`src/hw/rtl/lph_pkg.sv`:
```
// shared types and constants for the landmark pair hasher
package lph_pkg;

    localparam int PEAK_TIME_W = 20;
    localparam int PEAK_FREQ_W = 12;
    localparam int FREQ_W      = 10;
    localparam int DELTA_W     = 12;
    localparam int SONG_W      = 16;
    localparam int HASH_W      = 32;
    localparam int COUNT_W     = 24;

    localparam logic [COUNT_W-1:0] COUNT_MAX = 24'hFFFFFF;

    localparam int APB_ADDR_W = 4;
    localparam int APB_DATA_W = 32;

    localparam logic [1:0] REG_DELTA_MIN = 2'd0;
    localparam logic [1:0] REG_DELTA_MAX = 2'd1;
    localparam logic [1:0] REG_SONG_ID   = 2'd2;

    localparam logic [DELTA_W-1:0] DELTA_MIN_RST = 12'd0;
    localparam logic [DELTA_W-1:0] DELTA_MAX_RST = 12'd200;
    localparam logic [SONG_W-1:0]  SONG_ID_RST   = 16'd0;

    typedef struct packed {
        logic [PEAK_TIME_W-1:0] peak_time;
        logic [PEAK_FREQ_W-1:0] peak_freq;
        logic                   last_peak;
    } peak_t;

    typedef struct packed {
        logic [HASH_W-1:0]      hash_value;
        logic [PEAK_TIME_W-1:0] anchor_frame;
        logic [SONG_W-1:0]      hash_song;
        logic                   hash_valid;
        logic                   last_result;
        logic [COUNT_W-1:0]     hash_total;
    } result_t;

    typedef enum logic [1:0] {
        ST_IDLE,
        ST_PAIR,
        ST_POP,
        ST_END
    } state_t;

    typedef struct packed {
        logic accept;
        logic rotate;
        logic pop;
        logic eval;
        logic finish;
        logic flush;
    } ctrl_t;

    typedef struct packed {
        logic pair_ok;
        logic end_ok;
    } emit_stat_t;

endpackage

```
`src/hw/rtl/landmark_pair_hasher_core.sv`:
```
// landmark pair hasher top level: config registers, cell chain, sequencer and output stage
// steps: a peak that fills no anchor is only accepted; one that completes an anchor is
//   accepted, paired in a pass over the rotating cell chain, then ends its step
// the last peak of a list also flushes the window with up to FAN pops, each anchor a pass
// results leave via a hold stage and an output register, at most one beat per pairing cycle
// reset (synchronous, active low) empties the window, clears the count, sets config defaults
module landmark_pair_hasher_core #(
    parameter int FAN       = 8,
    parameter int TIME_BITS = 20
) (
    input  logic                               aclk,
    input  logic                               aresetn,
    input  logic                               s_valid,
    output logic                               s_ready,
    input  lph_pkg::peak_t                     s_data,
    output logic                               m_valid,
    input  logic                               m_ready,
    output lph_pkg::result_t                   m_data,
    input  logic                               psel,
    input  logic                               penable,
    input  logic                               pwrite,
    input  logic [lph_pkg::APB_ADDR_W-1:0]     paddr,
    input  logic [lph_pkg::APB_DATA_W-1:0]     pwdata,
    output logic [lph_pkg::APB_DATA_W-1:0]     prdata,
    output logic                               pready
);
    import lph_pkg::*;

    localparam int TW = (TIME_BITS < PEAK_TIME_W) ? TIME_BITS : PEAK_TIME_W;

    logic [DELTA_W-1:0] delta_min_reg;
    logic [DELTA_W-1:0] delta_max_reg;
    logic [SONG_W-1:0]  song_id_reg;
    logic               cfg_wr;
    logic [1:0]         cfg_idx;

    ctrl_t              ctl;
    emit_stat_t         stat;

    logic               cvld [FAN];
    logic [TW-1:0]      ctm  [FAN];
    logic [FREQ_W-1:0]  cfq  [FAN];
    logic               tail_vld;
    logic [TW-1:0]      tail_tm;
    logic [FREQ_W-1:0]  tail_fq;
    logic               move;

    assign pready  = 1'b1;
    assign cfg_wr  = psel && penable && pwrite;
    assign cfg_idx = paddr[3:2];

    always_ff @(posedge aclk) begin
        if (!aresetn) begin
            delta_min_reg <= DELTA_MIN_RST;
            delta_max_reg <= DELTA_MAX_RST;
            song_id_reg   <= SONG_ID_RST;
        end else if (cfg_wr) begin
            unique case (cfg_idx)
                REG_DELTA_MIN: delta_min_reg <= pwdata[DELTA_W-1:0];
                REG_DELTA_MAX: delta_max_reg <= pwdata[DELTA_W-1:0];
                REG_SONG_ID:   song_id_reg   <= pwdata[SONG_W-1:0];
                default: ;
            endcase
        end
    end

    always_comb begin
        unique case (cfg_idx)
            REG_DELTA_MIN: prdata = APB_DATA_W'(delta_min_reg);
            REG_DELTA_MAX: prdata = APB_DATA_W'(delta_max_reg);
            REG_SONG_ID:   prdata = APB_DATA_W'(song_id_reg);
            default:       prdata = '0;
        endcase
    end

    assign move = ctl.accept || ctl.pop || ctl.rotate;

    always_comb begin
        tail_vld = cvld[0];
        tail_tm  = ctm[0];
        tail_fq  = cfq[0];
        if (ctl.accept) begin
            tail_vld = 1'b1;
            tail_tm  = s_data.peak_time[TW-1:0];
            tail_fq  = s_data.peak_freq[FREQ_W-1:0];
        end else if (ctl.pop) begin
            tail_vld = 1'b0;
        end
    end

    for (genvar i = 0; i < FAN; i++) begin : g_chain
        if (i == FAN - 1) begin : g_tail
            lph_cell #(.TW(TW)) u_cell (
                .aclk    (aclk),
                .aresetn (aresetn),
                .move    (move),
                .in_vld  (tail_vld),
                .in_tm   (tail_tm),
                .in_fq   (tail_fq),
                .vld     (cvld[i]),
                .tm      (ctm[i]),
                .fq      (cfq[i])
            );
        end else begin : g_body
            lph_cell #(.TW(TW)) u_cell (
                .aclk    (aclk),
                .aresetn (aresetn),
                .move    (move),
                .in_vld  (cvld[i+1]),
                .in_tm   (ctm[i+1]),
                .in_fq   (cfq[i+1]),
                .vld     (cvld[i]),
                .tm      (ctm[i]),
                .fq      (cfq[i])
            );
        end
    end

    lph_ctrl #(.FAN(FAN)) u_ctrl (
        .aclk     (aclk),
        .aresetn  (aresetn),
        .s_valid  (s_valid),
        .s_last   (s_data.last_peak),
        .head_vld (cvld[0]),
        .stat     (stat),
        .s_ready  (s_ready),
        .ctl      (ctl)
    );

    lph_emit #(.TW(TW)) u_emit (
        .aclk      (aclk),
        .aresetn   (aresetn),
        .ctl       (ctl),
        .head_vld  (cvld[0]),
        .head_tm   (ctm[0]),
        .head_fq   (cfq[0]),
        .delta_min (delta_min_reg),
        .delta_max (delta_max_reg),
        .song_id   (song_id_reg),
        .m_ready   (m_ready),
        .m_valid   (m_valid),
        .m_data    (m_data),
        .stat      (stat)
    );

endmodule

```
`src/hw/rtl/lph_cell.sv`:
```
// one window cell: holds a peak and passes it to its neighbor when the chain moves
module lph_cell #(
    parameter int TW = 20
) (
    input  logic                             aclk,
    input  logic                             aresetn,
    input  logic                             move,
    input  logic                             in_vld,
    input  logic [TW-1:0]                    in_tm,
    input  logic [lph_pkg::FREQ_W-1:0]       in_fq,
    output logic                             vld,
    output logic [TW-1:0]                    tm,
    output logic [lph_pkg::FREQ_W-1:0]       fq
);
    import lph_pkg::*;

    logic              vld_reg;
    logic [TW-1:0]     tm_reg;
    logic [FREQ_W-1:0] fq_reg;

    always_ff @(posedge aclk) begin
        if (!aresetn) begin
            vld_reg <= 1'b0;
        end else if (move) begin
            vld_reg <= in_vld;
        end
    end

    always_ff @(posedge aclk) begin
        if (move) begin
            tm_reg <= in_tm;
            fq_reg <= in_fq;
        end
    end

    assign vld = vld_reg;
    assign tm  = tm_reg;
    assign fq  = fq_reg;

endmodule

```
`src/hw/rtl/lph_ctrl.sv`:
```
// sequencer: accept, pairing pass over the chain, flush pops and end of step
module lph_ctrl #(
    parameter int FAN = 8
) (
    input  logic                aclk,
    input  logic                aresetn,
    input  logic                s_valid,
    input  logic                s_last,
    input  logic                head_vld,
    input  lph_pkg::emit_stat_t stat,
    output logic                s_ready,
    output lph_pkg::ctrl_t      ctl
);
    import lph_pkg::*;

    localparam int CW = $clog2(FAN + 1);

    state_t          state_reg;
    state_t          state_next;
    logic [CW-1:0]   rot_cnt_reg;
    logic [CW-1:0]   pop_cnt_reg;
    logic            last_reg;
    logic            rot_done;

    assign rot_done = (rot_cnt_reg == CW'(FAN - 1));

    always_comb begin
        state_next = state_reg;
        unique case (state_reg)
            ST_IDLE: begin
                if (s_valid) begin
                    if (head_vld) begin
                        state_next = ST_PAIR;
                    end else if (s_last) begin
                        state_next = ST_POP;
                    end
                end
            end
            ST_PAIR: begin
                if (stat.pair_ok && rot_done) begin
                    if (last_reg && (pop_cnt_reg != CW'(FAN))) begin
                        state_next = ST_POP;
                    end else begin
                        state_next = ST_END;
                    end
                end
            end
            ST_POP: begin
                if (head_vld) begin
                    state_next = ST_PAIR;
                end else if (pop_cnt_reg == CW'(FAN - 1)) begin
                    state_next = ST_END;
                end
            end
            ST_END: begin
                if (stat.end_ok) begin
                    state_next = ST_IDLE;
                end
            end
        endcase
    end

    always_comb begin
        s_ready    = 1'b0;
        ctl        = '0;
        ctl.flush  = last_reg;
        unique case (state_reg)
            ST_IDLE: begin
                s_ready    = 1'b1;
                ctl.accept = s_valid;
            end
            ST_PAIR: begin
                ctl.rotate = stat.pair_ok;
                ctl.eval   = stat.pair_ok;
            end
            ST_POP: begin
                ctl.pop = 1'b1;
            end
            ST_END: begin
                ctl.finish = stat.end_ok;
            end
        endcase
    end

    always_ff @(posedge aclk) begin
        if (!aresetn) begin
            state_reg   <= ST_IDLE;
            rot_cnt_reg <= '0;
            pop_cnt_reg <= '0;
            last_reg    <= 1'b0;
        end else begin
            state_reg <= state_next;
            if (ctl.accept) begin
                last_reg <= s_last;
            end
            if (ctl.rotate) begin
                rot_cnt_reg <= rot_done ? '0 : rot_cnt_reg + 1'b1;
            end
            if (ctl.pop) begin
                pop_cnt_reg <= pop_cnt_reg + 1'b1;
            end
            if (ctl.finish) begin
                pop_cnt_reg <= '0;
                last_reg    <= 1'b0;
            end
        end
    end

`ifndef SYNTH
    a_rot_only_in_pair: assert property (@(posedge aclk) disable iff (!aresetn)
        (rot_cnt_reg != '0) |-> (state_reg == ST_PAIR))
        else $error("rotation count left running outside a pairing pass");

    a_pop_bound: assert property (@(posedge aclk) disable iff (!aresetn)
        pop_cnt_reg <= CW'(FAN))
        else $error("more flush pops than window cells");

    a_pop_only_flush: assert property (@(posedge aclk) disable iff (!aresetn)
        (pop_cnt_reg != '0) |-> last_reg)
        else $error("flush pops outside a last-peak step");
`endif

endmodule

```
`src/hw/rtl/lph_emit.sv`:
```
// pair check, hash build, one-deep hold stage, output register and hash counter
module lph_emit #(
    parameter int TW = 20
) (
    input  logic                              aclk,
    input  logic                              aresetn,
    input  lph_pkg::ctrl_t                    ctl,
    input  logic                              head_vld,
    input  logic [TW-1:0]                     head_tm,
    input  logic [lph_pkg::FREQ_W-1:0]        head_fq,
    input  logic [lph_pkg::DELTA_W-1:0]       delta_min,
    input  logic [lph_pkg::DELTA_W-1:0]       delta_max,
    input  logic [lph_pkg::SONG_W-1:0]        song_id,
    input  logic                              m_ready,
    output logic                              m_valid,
    output lph_pkg::result_t                  m_data,
    output lph_pkg::emit_stat_t               stat
);
    import lph_pkg::*;

    logic [TW-1:0]      anchor_tm_reg;
    logic [FREQ_W-1:0]  anchor_fq_reg;
    logic               hold_vld_reg;
    result_t            hold_reg;
    logic               out_vld_reg;
    logic               out_vld_next;
    result_t            out_reg;
    logic [COUNT_W-1:0] cnt_reg;

    logic [TW:0]        diff;
    logic [TW-1:0]      mag;
    logic               keep;
    logic [COUNT_W-1:0] cnt_inc;
    logic               out_free;
    logic               produce;
    result_t            new_res;
    result_t            marker;
    result_t            held_res;

    assign diff    = {1'b0, head_tm} - {1'b0, anchor_tm_reg};
    assign mag     = diff[TW-1:0];
    assign keep    = head_vld && !diff[TW] && (mag >= TW'(delta_min)) &&
                     (mag <= TW'(delta_max));
    assign cnt_inc = (cnt_reg == COUNT_MAX) ? cnt_reg : cnt_reg + 1'b1;
    assign produce = ctl.eval && keep;

    assign out_free = !out_vld_reg || m_ready;
    assign stat     = '{pair_ok: (!hold_vld_reg || out_free), end_ok: out_free};

    always_comb begin
        new_res              = '0;
        new_res.hash_value   = {anchor_fq_reg, head_fq, mag[DELTA_W-1:0]};
        new_res.anchor_frame = PEAK_TIME_W'(anchor_tm_reg);
        new_res.hash_song    = song_id;
        new_res.hash_valid   = 1'b1;
        new_res.last_result  = 1'b0;
        new_res.hash_total   = cnt_inc;

        marker              = '0;
        marker.hash_song    = song_id;
        marker.last_result  = 1'b1;
        marker.hash_total   = cnt_reg;

        held_res             = hold_reg;
        held_res.last_result = ctl.flush;
    end

    always_comb begin
        out_vld_next = out_vld_reg && !m_ready;
        if ((produce && hold_vld_reg) || (ctl.finish && (hold_vld_reg || ctl.flush))) begin
            out_vld_next = 1'b1;
        end
    end

    always_ff @(posedge aclk) begin
        if (!aresetn) begin
            hold_vld_reg <= 1'b0;
            out_vld_reg  <= 1'b0;
            cnt_reg      <= '0;
        end else begin
            out_vld_reg <= out_vld_next;
            if (produce) begin
                cnt_reg      <= cnt_inc;
                hold_vld_reg <= 1'b1;
            end
            if (ctl.finish) begin
                hold_vld_reg <= 1'b0;
                if (ctl.flush) begin
                    cnt_reg <= '0;
                end
            end
        end
    end

    always_ff @(posedge aclk) begin
        if (ctl.accept || ctl.pop) begin
            anchor_tm_reg <= head_tm;
            anchor_fq_reg <= head_fq;
        end
        if (produce) begin
            hold_reg <= new_res;
            if (hold_vld_reg) begin
                out_reg <= hold_reg;
            end
        end
        if (ctl.finish) begin
            out_reg <= hold_vld_reg ? held_res : marker;
        end
    end

    assign m_valid = out_vld_reg;
    assign m_data  = out_reg;

`ifndef SYNTH
    a_hold_push_room: assert property (@(posedge aclk) disable iff (!aresetn)
        (produce && hold_vld_reg) |-> out_free)
        else $error("held beat pushed into a full output register");

    a_count_cleared: assert property (@(posedge aclk) disable iff (!aresetn)
        (ctl.finish && ctl.flush) |=> (cnt_reg == '0))
        else $error("hash count not cleared at end of list");

    a_hold_drained: assert property (@(posedge aclk) disable iff (!aresetn)
        ctl.finish |=> !hold_vld_reg)
        else $error("hold stage not drained at end of step");
`endif

endmodule
```
`config.mk`:
```
export PLATFORM = sky130hd
export DESIGN_NAME = landmark_pair_hasher_core
export DESIGN_NICKNAME = d
export VERILOG_FILES = /design/src/hw/rtl/lph_pkg.sv /design/src/hw/rtl/landmark_pair_hasher_core.sv /design/src/hw/rtl/lph_cell.sv /design/src/hw/rtl/lph_ctrl.sv /design/src/hw/rtl/lph_emit.sv
export SDC_FILE = /design/constraint.sdc
export NUM_CORES = 1
export LEC_CHECK = 0
export ABC_CLOCK_PERIOD_IN_PS = 27800
export BUFFER_PORTS_ARGS = -buffer_cell sky130_fd_sc_hd__buf_2
export CELL_PAD_IN_SITES_DETAIL_PLACEMENT = 0
export CELL_PAD_IN_SITES_GLOBAL_PLACEMENT = 1
export CORE_MARGIN = 3
export CORE_UTILIZATION = 40
export DETAILED_ROUTE_END_ITERATION = 6
export PLACE_DENSITY_LB_ADDON = 0.1
export SLEW_MARGIN = 20
export SYNTH_ARGS = -nofsm -noshare
export SYNTH_HDL_FRONTEND = slang
export SYNTH_SLANG_ARGS = --single-unit
```
`constraint.sdc`:
```
create_clock -name aclk -period 27.8 [get_ports aclk]
set_clock_uncertainty 0.1 [all_clocks]
set_input_delay 2.78 -clock aclk [delete_from_list [all_inputs] [get_ports aclk]]
set_output_delay 2.78 -clock aclk [all_outputs]
set_load 0.01 [all_outputs]
```
==> results.py, run 1 <==
metrics = {
    "clock_network": {
        "postCtsHoldBufs": 0,
        "clk_pin_slew_ps": 60,
        "clkSinkCount": 541,
        "insertion_delay_ps": 590,
        "ctsHtreeMaxLevel": 2,
        "post_cts_buffers": 0,
        "root_buffer": "clkbuf_16",
        "cts_buffer_depth": 3,
        "tritoncts": "yes",
        "cts_made_buffers": 56,
        "cts_resized": 0,
    },
    "power": {
        "leakagePower_nw": 8.95,
        "power_w": 0.00185,
        "p_switching_w": 0.000421,
        "power.share.clock": 0.400,
        "p_int_w": 0.00143,
        "pwr-share-comb": 0.084,
        "powerDensity_mw_per_mm2": 75.0,
        "switching_share": 0.227,
        "ir_drop_uv": 53.3,
        "seq_power_share": 0.516,
    },
    "drt": {
        "dr.max_layer_used": "met4",
        "viasPerCell": 4.94,
        "met1Wirelength_um": 19900,
        "via_count": 11500,
        "drc_errors": 0,
        "wirelength_um": 41700,
        "wl_met2_um": 19100,
        "wl_per_cell_um": 17.9,
        "first_pass_iters": 5,
        "drtIter0Drc": 727,
        "wl_met3_um": 1780,
        "ant_nets": 0,
    },
    "worst_setup_path": {
        "worst-path-max-fanout": 103,
        "critical_path_class": "input port to register",
        "cp-start-kind": "input port",
        "end_kind": "register",
        "reg2reg_slack_ps": 21220,
        "worstPathArrival_ps": 7190,
        "critPathRequiredTime_ps": 27920,
    },
    "global_routing": {
        "grt_usage": 0.147,
        "antenna_found_initial": 0,
        "grt.overflow.total": 0,
        "grt_pass1_vias": 11200,
        "grt_max_degree": 104,
        "grt_first_pass_wirelength_um": 65100,
    },
    "sta": {
        "fin_setup_tns_ps": 0,
        "tightest_slew_ps": 1020,
        "rsz0062_at_grt": "false",
        "slew_headroom": 0.315,
        "finalCriticalPeriod_ps": 7060,
        "setup_ws_ps": 20740,
        "finalSetupViolCount": 0,
        "fmax_mhz": 142,
        "post-route-period-util": 0.254,
        "finalHoldViolations": 0,
        "drv_slew": 0,
    },
    "cells_and_area": {
        "largest_reg_flops": 140,
        "area_delta_synth_final_pct": 16.0,
        "num_antenna_cells": 0,
        "most-common-layout-cells": "edfxtp_1 (456), buf_2 (167), nand2_1 (116)",
        "drive_gt1_frac": 0.210,
        "layout.nets": 1733,
        "final_core_util": 0.475,
        "final_common_cell": "edfxtp_1",
    },
    "synth": {
        "synth.distinct_cells": 70,
        "synth_top_family_by_area": "simple AND/OR/NAND/NOR gates",
        "async_flop_share": 0,
        "synth-main-ff-cell": "edfxtp_1",
        "synth_edf_count": 456,
        "synthSimpleGateAreaFrac": 0.0914,
        "synth_compound_area_frac": 0.0603,
        "yosys.area_share.adder": 0.0291,
        "ys_seq_area_frac": 0.722,
        "muxShareOfSynthArea": 0.0567,
        "yosys_warnings": 0,
        "synth_seq_cells": 541,
        "syn_area_mm2": 0.0213,
        "netlist_instances": 1424,
        "synthXorXnorAreaFrac": 0.0140,
        "avgSynthCellArea_um2": 15.0,
    },
    "die": {
        "die_w_um": 237,
        "die_h_um": 237,
        "core_area_mm2": 0.0520,
        "dieArea_mm2": 0.0561,
        "start_util": 0.410,
        "core.rowCount": 83,
        "io_pins": 205,
    },
    "place": {
        "hpwl_um": 26600,
        "io_buffers": 167,
        "place_congestion": 0.764,
        "dpl_worst_slack_ps": 19870,
    },
    "min_path": {
        "hp-class": "register to register",
    },
    "run_status": {
        "outcome": "finished, final reports clean",
    },
    "job": {
        "max_cap_viol_count": 0,
    },
}
[power groups by stage]
| stage | Sequential (W) | Combinational, W | Clock [W] |
|---|---|---|---|
| after floorplan | 0.000970 | 0.000113 | 0 |
| after global placement | 0.000971 | 0.000155 | 0 |
| after detailed placement | 0.000974 | 0.000158 | 0 |
| after CTS | 0.000957 | 0.000159 | 0.000769 |
| after global routing | 0.000961 | 0.000177 | 0.000800 |
| final | 0.000956 | 0.000156 | 0.000741 |
[final timing paths]
| path | end | startpoint | cells past startpoint |
|---|---|---|---|
| hold / removal | g_chain[0].g_body.u_cell.fq[5]$_DFFE_PP_ | g_chain[1].g_body.u_cell.fq[5]$_DFFE_PP_ | 0 |
| hold reg to reg | g_chain[0].g_body.u_cell.fq[5]$_DFFE_PP_ | g_chain[1].g_body.u_cell.fq[5]$_DFFE_PP_ | 0 |
| setup / recovery | g_chain[4].g_body.u_cell.tm[14]$_DFFE_PP_ | s_valid | 8 |
| setup reg to reg | u_emit.m_data[12]$_DFFE_PP_ | g_chain[0].g_body.u_cell.tm[2]$_DFFE_PP_ | 17 |
[routing by layer]
metal / up-vias / global-route usage
met1: 5655 / 0.212
li1: 5607 / -
met2: 210 / 0.227
met3: 59 / 0.0297
met5: - / 0
met4: 0 / 0.0390
[Yosys cell counts, drive strengths merged, types with 4 or more instances]
master	number	area, µm²
a21boi	29	218
nand4	13	87.6
a21oi	51	255
dfxtp	85	1700
o211ai	8	65.1
nor2	49	186
and2	10	62.6
nand2	116	435
inv	59	221
nor3b	4	30.0
nor4	5	37.5
a211o	4	35.0
xor2	10	87.6
a211oi	10	80.1
xnor2	24	210
ha	48	601
nand3	22	110
clkbuf	40	150
a31oi	6	43.8
mux2i	43	430
and4	4	35.0
or3	4	30.0
nor2b	81	507
o31ai	10	75.1
o21ai	38	190
or2	5	31.3
nor3	16	80.1
a21o	6	45.0
edfxtp	456	13700
buf	27	178
nand2b	20	125
or4	13	97.6
o21a	5	37.5
mux2	69	777
[through the flow]
step | cells | instance area, µm² | hold WS (ps)
after global placement | 2230 | 22800 | 300
after detailed placement | 2230 | 22900 | 305
after floorplan | 1439 | 21400 | 300
final | 2335 | 24700 | 313
after global routing | 2335 | 24700 | 309
after CTS | 2335 | 24700 | 314
[kinds of logic after synthesis]
group                    Yosys count
AO/OA/AOI/OAI                    188
XOR/XNOR                          34
adder cells (fa/ha/maj)           49
buffers and inverters            126
flip-flops                       541
multiplexers                     112
other                              2
AND/OR/NAND/NOR                  372
[worst max-delay path: stages]
cell	delay [ps]
buf_2	140
and2_2	150
buf_4	470
nand2b_2	880
nor2_1	480
inv_8	560
buf_4	860
buf_4	710
[cell type report]
class                      count  area (µm²)
fill                        4586       27300
sequential                   541       15400
multi-input combinational    772        5470
clock buffer                  82        1600
timing repair buffer         178         918
tap                          680         851
clock inverter                23         249
inverter                      59         229
No activity file was read; power rests on OpenSTA's default activity.
==> inputs of run 2 (changes only) <==
--- a/config.mk
+++ b/config.mk
@@ -5,7 +5,7 @@
 export SDC_FILE = /design/constraint.sdc
 export NUM_CORES = 1
 export LEC_CHECK = 0
-export ABC_CLOCK_PERIOD_IN_PS = 27800
+export ABC_CLOCK_PERIOD_IN_PS = 5820
 export BUFFER_PORTS_ARGS = -buffer_cell sky130_fd_sc_hd__buf_2
 export CELL_PAD_IN_SITES_DETAIL_PLACEMENT = 0
 export CELL_PAD_IN_SITES_GLOBAL_PLACEMENT = 1
==> constraint.sdc (replaced) <==
create_clock -name aclk -period 5.82 [get_ports aclk]
set_clock_uncertainty 0.1 [all_clocks]
set_input_delay 0.582 -clock aclk [delete_from_list [all_inputs] [get_ports aclk]]
set_output_delay 0.582 -clock aclk [all_outputs]
set_load 0.01 [all_outputs]
==> results.py, run 2 (synthesis gave the netlist of run 1 again) <==
metrics = {
    "min_path": {
        "worstHoldStart": "pwdata[13]",
        "min_path_cells": 3,
        "hp-class": "input port to register",
        "holdPathEnd": "song_id_reg[13]$_SDFFE_PN0P_",
    },
    "cells_and_area": {
        "largest_reg_flops": 140,
        "area_delta_synth_final_pct": 17.1,
        "most-common-layout-cells": "edfxtp_1 (456), buf_2 (167), nand2_1 (116)",
        "finalNonFillerCells": 2340,
        "layout.nets": 1738,
        "final_common_cell": "edfxtp_1",
        "drive_gt1_frac": 0.223,
        "num_antenna_cells": 0,
    },
    "worst_setup_path": {
        "cp_slowest_cell": "a21o_4",
        "reg2reg_depth": 20,
        "path_cells": "inv_1, ha_1, inv_1, fa_2, a211oi_2, o211ai_2, a21oi_1, nor2_1, nor2_1, xnor2_1, ha_1, a21oi_1, nand2_1, a21oi_1, a31oi_1, a2111oi_4, nand4b_4, nor2_2, a21o_4, buf_12",
        "slowest_delay_ps": 410,
        "critical_path_class": "register to register",
        "timing.rr.end": "u_emit.m_data[89]$_DFFE_PP_",
        "cp_common_cell": "a21oi_1",
        "end_kind": "register",
        "reg2reg_slack_ps": 730,
        "critPathRequiredTime_ps": 6010,
        "worstPathArrival_ps": 5280,
        "cp-start-kind": "register",
        "worst-path-max-fanout": 37,
        "reg2reg_from": "g_chain[0].g_body.u_cell.tm[0]$_DFFE_PP_",
    },
    "global_routing": {
        "grt_pass1_vias": 11500,
        "grt_first_pass_wirelength_um": 65700,
        "grt.overflow.total": 0,
        "antenna_found_initial": 0,
        "grt_max_degree": 121,
        "grt_usage": 0.148,
    },
    "drt": {
        "drc_errors": 0,
        "wl_per_cell_um": 18.0,
        "ant_nets": 0,
        "viasPerCell": 4.90,
        "via_count": 11500,
        "wirelength_um": 42000,
        "first_pass_iters": 5,
        "drtIter0Drc": 695,
    },
    "clock_network": {
        "clk_pin_slew_ps": 60,
        "root_buffer": "clkbuf_16",
        "cts_made_buffers": 56,
        "ctsHtreeMaxLevel": 2,
        "tritoncts": "yes",
        "post_cts_buffers": 0,
        "postCtsHoldBufs": 0,
        "clkSinkCount": 541,
        "cts_resized": 0,
        "insertion_delay_ps": 610,
        "cts_buffer_depth": 3,
    },
    "sta": {
        "fmax_mhz": 197,
        "rsz0062_at_grt": "false",
        "slew_headroom": 0.457,
        "post-route-period-util": 0.874,
        "tightest_slew_ps": 812,
        "finalHoldViolations": 0,
        "drv_slew": 0,
        "finalCriticalPeriod_ps": 5090,
        "setup_ws_ps": 731,
        "finalSetupViolCount": 0,
    },
    "power": {
        "leakagePower_nw": 9.06,
        "ir_drop_uv": 227,
        "powerDensity_mw_per_mm2": 365,
    },
    "die": {
        "io_pins": 205,
        "die_w_um": 237,
        "core_area_mm2": 0.0520,
        "core.rowCount": 83,
        "dieArea_mm2": 0.0561,
        "start_util": 0.410,
        "die_h_um": 237,
    },
    "place": {
        "io_buffers": 167,
        "place_congestion": 0.784,
        "placed_cells": 2235,
        "hpwl_um": 27000,
        "dpl_worst_slack_ps": 684,
    },
    "run_status": {
        "outcome": "finished, final reports clean",
    },
    "job": {
        "max_cap_viol_count": 0,
    },
}
## run 2: cell count changes in the layout (fill, tap and decap cells not counted), sizes merged
cell | before | now
buf | 178 | 183
clkinv | 18 | 25
clkbuf | 82 | 66
bufinv | 4 | 11
clkinvlp | 0 | 3
inv | 60 | 59
## run 2: how the worst max path moves through the flow
stage                                                         from                            to  slack [ps]  cells after the start
after global routing      g_chain[0].g_body.u_cell.tm[0]$_DFFE_PP_   u_emit.m_data[79]$_DFFE_PP_         280                     20
after detailed placement  g_chain[0].g_body.u_cell.tm[1]$_DFFE_PP_   u_emit.m_data[76]$_DFFE_PP_         680                     17
after floorplan           g_chain[0].g_body.u_cell.tm[0]$_DFFE_PP_  u_emit.held_res[0]$_DFFE_PN_        -690                     18
after global placement    g_chain[0].g_body.u_cell.tm[3]$_DFFE_PP_   u_emit.m_data[18]$_DFFE_PP_         760                     17
after CTS                 g_chain[0].g_body.u_cell.tm[0]$_DFFE_PP_   u_emit.m_data[76]$_DFFE_PP_         660                     20
final                     g_chain[0].g_body.u_cell.tm[0]$_DFFE_PP_   u_emit.m_data[89]$_DFFE_PP_         730                     20
## run 2: final cells by class
type / instances / area [µm²]
inverters: 59 / 225
clock inverters: 39 / 509
multi-input cells: 772 / 5510
well taps: 680 / 851
fillers: 4572 / 27100
flip-flops and latches: 541 / 15400
clock buffers: 66 / 1470
repair buffers: 183 / 1010
## run 2: report_power, final
group	switching [W]	internal (W)
registers	0.0000810	0.00448
clock network	0.00149	0.00230
logic	0.000484	0.000270
## run 2: worst max-delay path, delay by kind of cell (launching register included)
| family | cells | cell delay (ps) |
|---|---|---|
| fa+ha+maj | 3 | 900 |
| xor+xnor | 1 | 240 |
| compound gates | 8 | 1960 |
| simple gates | 5 | 680 |
| buf+inv | 3 | 450 |
| flops | 1 | 380 |
## run 2: metrics by stage
stage	power [W]	hold WS [ps]	utilization	area [µm²]	setup TNS [ps]
2_1_floorplan	0.00518	300	-	21400	-63720
3_3_place_gp	0.00538	300	0.442	23000	0
3_5_place_dp	0.00541	305	0.442	23000	0
4_1_cts	0.00926	81.6	0.480	25000	0
5_1_grt	0.00950	133	0.480	25000	0
6_report	0.00911	138	0.480	25000	0
## run 2: metal layers
layer / GRT usage / wire (µm) / vias to the layer above
li1: - / - / 5606
met5: 0 / 0 / -
met4: 0.0493 / 955 / 0
met1: 0.215 / 20400 / 5600
met3: 0.0236 / 1590 / 66
met2: 0.228 / 19100 / 194
